===== src/hw/rtl/tcw_pkg.sv =====
package tcw_pkg;

  localparam int ROWS   = 32;
  localparam int COLS   = 71;
  localparam int CELLS  = ROWS * COLS;
  localparam int ADDR_W = $clog2(CELLS);
  // internal row can reach ROWS after a newline on the last row
  localparam int ROWR_W = $clog2(ROWS + 1);
  localparam int COL_W  = 7;
  localparam int ROW_W  = 5;
  localparam int CHAR_W = 8;
  localparam int PC_W   = 5;

  localparam logic [CHAR_W-1:0] CH_NUL   = 8'h00;
  localparam logic [CHAR_W-1:0] CH_TAB   = 8'h09;
  localparam logic [CHAR_W-1:0] CH_NL    = 8'h0A;
  localparam logic [CHAR_W-1:0] CH_SPACE = 8'h20;
  localparam logic [CHAR_W-1:0] CH_TILDE = 8'h7E;
  localparam logic [CHAR_W-1:0] CH_QMARK = 8'h3F;
  localparam logic [COL_W-1:0]  TAB_MASK = 7'd7;

  typedef logic [PC_W-1:0] pc_t;

  typedef struct packed {
    logic              operation;
    logic [CHAR_W-1:0] char_code;
    logic [ROW_W-1:0]  read_row;
    logic [COL_W-1:0]  read_col;
  } tcw_in_t;

  typedef struct packed {
    logic [CHAR_W-1:0] cell_char;
    logic [COL_W-1:0]  cursor_column;
    logic [ROW_W-1:0]  cursor_line;
  } tcw_out_t;

  typedef enum logic [3:0] {
    ACT_NOP       = 4'd0,
    ACT_ACCEPT    = 4'd1,
    ACT_CLEAR     = 4'd2,
    ACT_CAPTURE   = 4'd3,
    ACT_EMIT      = 4'd4,
    ACT_WRITE     = 4'd5,
    ACT_NEWLINE   = 4'd6,
    ACT_SCR_START = 4'd7,
    ACT_SCR_STEP  = 4'd8,
    ACT_SCR_END   = 4'd9
  } act_e;

  typedef enum logic [3:0] {
    COND_NEVER      = 4'd0,
    COND_ALWAYS     = 4'd1,
    COND_NO_IN      = 4'd2,
    COND_OUT_BUSY   = 4'd3,
    COND_IS_READ    = 4'd4,
    COND_IS_ZERO    = 4'd5,
    COND_IS_NL      = 4'd6,
    COND_ROW_OVER   = 4'd7,
    COND_NO_OVER    = 4'd8,
    COND_TAB_MORE   = 4'd9,
    COND_SWEEP_MORE = 4'd10
  } cond_e;

  typedef struct packed {
    act_e  act;
    cond_e cond;
    pc_t   target;
  } ctl_t;

  typedef struct packed {
    logic no_in;
    logic out_busy;
    logic is_read;
    logic is_zero;
    logic is_nl;
    logic row_over;
    logic tab_more;
    logic sweep_more;
  } flags_t;

  localparam pc_t ST_CLEAR     = 5'd0;
  localparam pc_t ST_TO_IDLE   = 5'd1;
  localparam pc_t ST_CAPTURE   = 5'd2;
  localparam pc_t ST_EMIT      = 5'd3;
  localparam pc_t ST_IDLE      = 5'd4;
  localparam pc_t ST_DISP_RD   = 5'd5;
  localparam pc_t ST_DISP_ZERO = 5'd6;
  localparam pc_t ST_DISP_NL   = 5'd7;
  localparam pc_t ST_PUT_CHK   = 5'd8;
  localparam pc_t ST_WRITE     = 5'd9;
  localparam pc_t ST_PUT_DONE  = 5'd10;
  localparam pc_t ST_NL        = 5'd11;
  localparam pc_t ST_NL_CHK    = 5'd12;
  localparam pc_t ST_SCR_START = 5'd13;
  localparam pc_t ST_SCR_STEP  = 5'd14;
  localparam pc_t ST_SCR_END   = 5'd15;
  localparam pc_t ST_SCR_RET   = 5'd16;

  // microprogram: action, jump condition, jump target; fall through otherwise
  function automatic ctl_t ucode(pc_t pc);
    ctl_t w;
    case (pc)
      ST_CLEAR:     w = '{ACT_CLEAR,     COND_SWEEP_MORE, ST_CLEAR};
      ST_TO_IDLE:   w = '{ACT_NOP,       COND_ALWAYS,     ST_IDLE};
      ST_CAPTURE:   w = '{ACT_CAPTURE,   COND_NEVER,      ST_EMIT};
      ST_EMIT:      w = '{ACT_EMIT,      COND_OUT_BUSY,   ST_EMIT};
      ST_IDLE:      w = '{ACT_ACCEPT,    COND_NO_IN,      ST_IDLE};
      ST_DISP_RD:   w = '{ACT_NOP,       COND_IS_READ,    ST_CAPTURE};
      ST_DISP_ZERO: w = '{ACT_NOP,       COND_IS_ZERO,    ST_EMIT};
      ST_DISP_NL:   w = '{ACT_NOP,       COND_IS_NL,      ST_NL};
      ST_PUT_CHK:   w = '{ACT_NOP,       COND_ROW_OVER,   ST_SCR_START};
      ST_WRITE:     w = '{ACT_WRITE,     COND_TAB_MORE,   ST_PUT_CHK};
      ST_PUT_DONE:  w = '{ACT_NOP,       COND_ALWAYS,     ST_EMIT};
      ST_NL:        w = '{ACT_NEWLINE,   COND_NEVER,      ST_NL_CHK};
      ST_NL_CHK:    w = '{ACT_NOP,       COND_NO_OVER,    ST_EMIT};
      ST_SCR_START: w = '{ACT_SCR_START, COND_NEVER,      ST_SCR_STEP};
      ST_SCR_STEP:  w = '{ACT_SCR_STEP,  COND_SWEEP_MORE, ST_SCR_STEP};
      ST_SCR_END:   w = '{ACT_SCR_END,   COND_IS_NL,      ST_NL_CHK};
      ST_SCR_RET:   w = '{ACT_NOP,       COND_ALWAYS,     ST_PUT_CHK};
      default:      w = '{ACT_NOP,       COND_ALWAYS,     ST_IDLE};
    endcase
    return w;
  endfunction

endpackage


===== src/hw/rtl/tcw_seq.sv =====
module tcw_seq (
  input  logic            clk_i,
  input  logic            rst_ni,
  input  tcw_pkg::flags_t flags_i,
  output tcw_pkg::ctl_t   ctl_o
);

  tcw_pkg::pc_t  pc_q, pc_d;
  tcw_pkg::ctl_t word;
  logic          taken;

  assign word  = tcw_pkg::ucode(pc_q);
  assign ctl_o = word;

  always_comb begin
    case (word.cond)
      tcw_pkg::COND_NEVER:      taken = 1'b0;
      tcw_pkg::COND_ALWAYS:     taken = 1'b1;
      tcw_pkg::COND_NO_IN:      taken = flags_i.no_in;
      tcw_pkg::COND_OUT_BUSY:   taken = flags_i.out_busy;
      tcw_pkg::COND_IS_READ:    taken = flags_i.is_read;
      tcw_pkg::COND_IS_ZERO:    taken = flags_i.is_zero;
      tcw_pkg::COND_IS_NL:      taken = flags_i.is_nl;
      tcw_pkg::COND_ROW_OVER:   taken = flags_i.row_over;
      tcw_pkg::COND_NO_OVER:    taken = ~flags_i.row_over;
      tcw_pkg::COND_TAB_MORE:   taken = flags_i.tab_more;
      tcw_pkg::COND_SWEEP_MORE: taken = flags_i.sweep_more;
      default:                  taken = 1'b1;
    endcase
    pc_d = taken ? word.target : pc_q + tcw_pkg::pc_t'(1);
  end

  always_ff @(posedge clk_i or negedge rst_ni) begin
    if (!rst_ni) begin
      pc_q <= tcw_pkg::ST_CLEAR;
    end else begin
      pc_q <= pc_d;
    end
  end

endmodule


===== config.mk =====
export PLATFORM = sky130hd
export DESIGN_NAME = tcw_seq
export DESIGN_NICKNAME = d
export VERILOG_FILES = /design/src/hw/rtl/tcw_pkg.sv /design/src/hw/rtl/tcw_seq.sv
export SDC_FILE = /design/constraint.sdc
export NUM_CORES = 1
export LEC_CHECK = 0
export ABC_AREA = 1
export BUFFER_PORTS_ARGS = -buffer_cell sky130_fd_sc_hd__clkbuf_2
export CORE_ASPECT_RATIO = 1.25
export CORE_UTILIZATION = 35
export CTS_CLUSTER_DIAMETER = 30
export DETAILED_ROUTE_END_ITERATION = 10
export HOLD_SLACK_MARGIN = 0.12
export SLEW_MARGIN = 20
export SYNTH_ARGS = -nofsm -noshare
export SYNTH_HDL_FRONTEND = slang
export SYNTH_SLANG_ARGS = --single-unit

===== constraint.sdc =====
create_clock -name clk_i -period 4.05 [get_ports clk_i]
set_clock_uncertainty 0.2 [all_clocks]
set_input_delay 0.6075 -clock clk_i [delete_from_list [all_inputs] [get_ports clk_i]]
set_output_delay 0.6075 -clock clk_i [all_outputs]
set_load 0.02 [all_outputs]

==> flow_summary.ini <==
[timing]
achievable-frequency_mhz = 355
maxSlewHeadroom = 0.599
setup_ws_ns = 1.23
worst-slew-pin-transition_ns = 0.602
timing.final.crit_share = 0.695
finalCriticalPeriod_ns = 2.82
finalSetupTns_ns = 0
report.final.slew_viol_count = 0
report.final.hold_viol_count = 0
setup-violations-final = 0
unrepaired_setup_endpoints_after_global_routing = false

[global_routing]
grt-ovfl-total = 0
grt_antenna_before_repair = 0
grt_first_pass_wirelength_um = 3540
grt_pass1_vias = 814
grt_start_max_net_pins = 17
grt_usage = 0.178

[clocking]
cts_num_sinks = 5
clock_transition_at_the_registers_of_the_reported_paths_ns = 0.04
cts_tree = done
post_cts_resized = 0
clock_latency_ns = 0.24
numCtsBuffers = 3
cts-htree-levels = 1
cts_buffer_depth = 2
root_buffer_selected_by_cts = sky130_fd_sc_hd__clkbuf_4

[critical_path]
rr_worst_depth = 14
cp_data_required_time_ns = 3.24
crit_path_start_kind = register
critPathMaxFanout = 7
path_class = register to output pin
setup.worst_path.end_class = output pin
worst_ep_arrival_time_ns = 2.01

[routing]
drtPass1Iterations = 4
postRouteWirelength_um = 2110
drt-wirelength-per-cell_um = 11.5
detailedRoute.firstIterationViolations = 33
drc = 0
final_antenna_net_count = 0
via_count = 902
post_drt_via_cell_ratio = 4.93

[final_layout]
antenna_cells = 0
finish.utilization = 0.420
area_growth_syn_to_layout_pct = 14.3
drive_above_1_share = 0.333
biggestRegsByFlops = pc_q x5
fin_nets = 169
num-fill-cells = 271
regArea_um2 = 125
largest_register_ffs = 5
area_of_combinational_cells_with_multiple_inputs_um2 = 627
top_register = pc_q

[floorplanning]
initial_cell_density_of_the_core = 0.367
core_area_um2 = 2400
dieHeight_um = 58.1
die_area_um2 = 2730
num_rows = 20
die-width_um = 46.9
design.portCount = 23

[synth]
synthesis.instances = 130
ys_warn_count = 0
synth-seq-area-share = 0.142
synth.ff_latch_count = 5
mappedNetlistNets = 148
unique_masters_post_synth = 30
post_synth.cell_area_avg_um2 = 6.79
synthesis.area_um2 = 882

[job]
drv_cap = 0

[place]
dp.final_hpwl_um = 1720
port-buffer-count = 21
preCtsSetupSlack_ns = 1.52
gp_congestion = 0.879

[run_status]
outcome = complete, no violations

[worst_hold_path]
timing.hold.worst.class = input port to asynchronous set/reset pin
## final cells by class
class | instances | share of cell area
Sequential cell | 5 | 0.124
Inverter | 19 | 0.0732
Multi-Input combinational cell | 100 | 0.622
Tap cell | 33 | 0.0409
Clock buffer | 4 | 0.0261
Timing Repair Buffer | 22 | 0.114
## repair_timing
item | CTS | global route
hold buffers | 1 | 0
setup buffers | 0 | 0
endpoints found under the hold margin | 5 | 0
## critical path, stage by stage, from the launching register on
cell and delay [ns]:
sky130_fd_sc_hd__dfrtp_1 0.48, sky130_fd_sc_hd__inv_1 0.18, sky130_fd_sc_hd__ha_1 0.30, sky130_fd_sc_hd__nand2_1 0.13
sky130_fd_sc_hd__nand2_1 0.06, sky130_fd_sc_hd__a221oi_1 0.37, sky130_fd_sc_hd__clkbuf_2 0.24
## Yosys cell counts
master | count | share of area
sky130_fd_sc_hd__o2111a_1 | 1 | 0.013
sky130_fd_sc_hd__dfrtp_1 | 5 | 0.14
sky130_fd_sc_hd__nand3_1 | 9 | 0.051
sky130_fd_sc_hd__nor2_2 | 3 | 0.021
sky130_fd_sc_hd__a221oi_1 | 1 | 0.0099
sky130_fd_sc_hd__nand2_2 | 4 | 0.028
sky130_fd_sc_hd__nor3_4 | 1 | 0.018
sky130_fd_sc_hd__a21oi_2 | 1 | 0.0099
sky130_fd_sc_hd__nand3_2 | 5 | 0.057
sky130_fd_sc_hd__o21ai_1 | 1 | 0.0057
sky130_fd_sc_hd__conb_1 | 1 | 0.0043
sky130_fd_sc_hd__a21oi_1 | 5 | 0.028
sky130_fd_sc_hd__nand4_1 | 6 | 0.043
sky130_fd_sc_hd__inv_1 | 11 | 0.047
sky130_fd_sc_hd__xor2_1 | 2 | 0.020
sky130_fd_sc_hd__o211ai_1 | 1 | 0.0085
sky130_fd_sc_hd__buf_4 | 3 | 0.026
sky130_fd_sc_hd__o21ai_0 | 7 | 0.040
sky130_fd_sc_hd__a21oi_4 | 1 | 0.018
sky130_fd_sc_hd__nor3_1 | 2 | 0.011
sky130_fd_sc_hd__inv_2 | 7 | 0.030
sky130_fd_sc_hd__nand3_4 | 1 | 0.020
sky130_fd_sc_hd__nand2_1 | 34 | 0.14
sky130_fd_sc_hd__inv_4 | 1 | 0.0071
sky130_fd_sc_hd__ha_1 | 8 | 0.11
sky130_fd_sc_hd__buf_6 | 3 | 0.038
sky130_fd_sc_hd__nand2_4 | 1 | 0.013
sky130_fd_sc_hd__nor2_4 | 1 | 0.013
sky130_fd_sc_hd__nor2_1 | 3 | 0.013
sky130_fd_sc_hd__a31oi_1 | 1 | 0.0071
## per-stage QoR
stage               instances  instance area (um^2)  hold WS, ns
floorplan                 130                   882        0.112
global placement          178                   972        0.226
detailed placement        178                   972        0.225
CTS                       183                  1010        0.505
global route              183                  1010        0.517
finish                    183                  1010        0.505
## kinds of logic (layout without fill, tap and decap cells)
family / count (synthesis) / after routing / share of synthesized area
AO/OA/AOI/OAI: 19 / 19 / 0.140
other: 1 / 1 / 0.00425
buffers and inverters: 25 / 45 / 0.148
flip-flops: 5 / 5 / 0.142
XOR/XNOR: 2 / 2 / 0.0199
AND/OR/NAND/NOR: 70 / 70 / 0.433
adder cells (fa/ha/maj): 8 / 8 / 0.113
## cell usage in the layout, fill, tap and decap left out, types with 2 or more instances in the layout
cell and count:
sky130_fd_sc_hd__nand2_1 34, sky130_fd_sc_hd__clkbuf_2 21, sky130_fd_sc_hd__inv_1 11, sky130_fd_sc_hd__nand3_1 9, sky130_fd_sc_hd__ha_1 8, sky130_fd_sc_hd__inv_2 7, sky130_fd_sc_hd__o21ai_0 7, sky130_fd_sc_hd__nand4_1 6
sky130_fd_sc_hd__nand3_2 5, sky130_fd_sc_hd__a21oi_1 5, sky130_fd_sc_hd__dfrtp_1 5, sky130_fd_sc_hd__nand2_2 4, sky130_fd_sc_hd__nor2_2 3, sky130_fd_sc_hd__nor2_1 3, sky130_fd_sc_hd__clkbuf_4 3, sky130_fd_sc_hd__nor3_1 2
sky130_fd_sc_hd__xor2_1 2
## per-layer routing
metal / global-route usage / routed length, um
met1: 0.235 / 893
met2: 0.284 / 1070
met3: 0.0218 / 101
met4: 0.0776 / 42
met5: 0 / 0
## path summary, 6_finish.rpt
check / from / end / slack, ns
hold reg to reg: pc_q[0] / pc_q[3] / 0.64
setup / recovery: pc_q[1] / ctl_o[1] / 1.23
max in group asynchronous: rst_ni / pc_q[4] / 3.01
setup reg to reg: pc_q[1] / pc_q[2] / 1.73
min in group clk_i: pc_q[0] / pc_q[3] / 0.64
hold / removal: rst_ni / pc_q[1] / 0.51
Power is left out: the tool's default activity adds up to more than one toggle a clock period on the data nets, which glitch-free logic cannot reach.
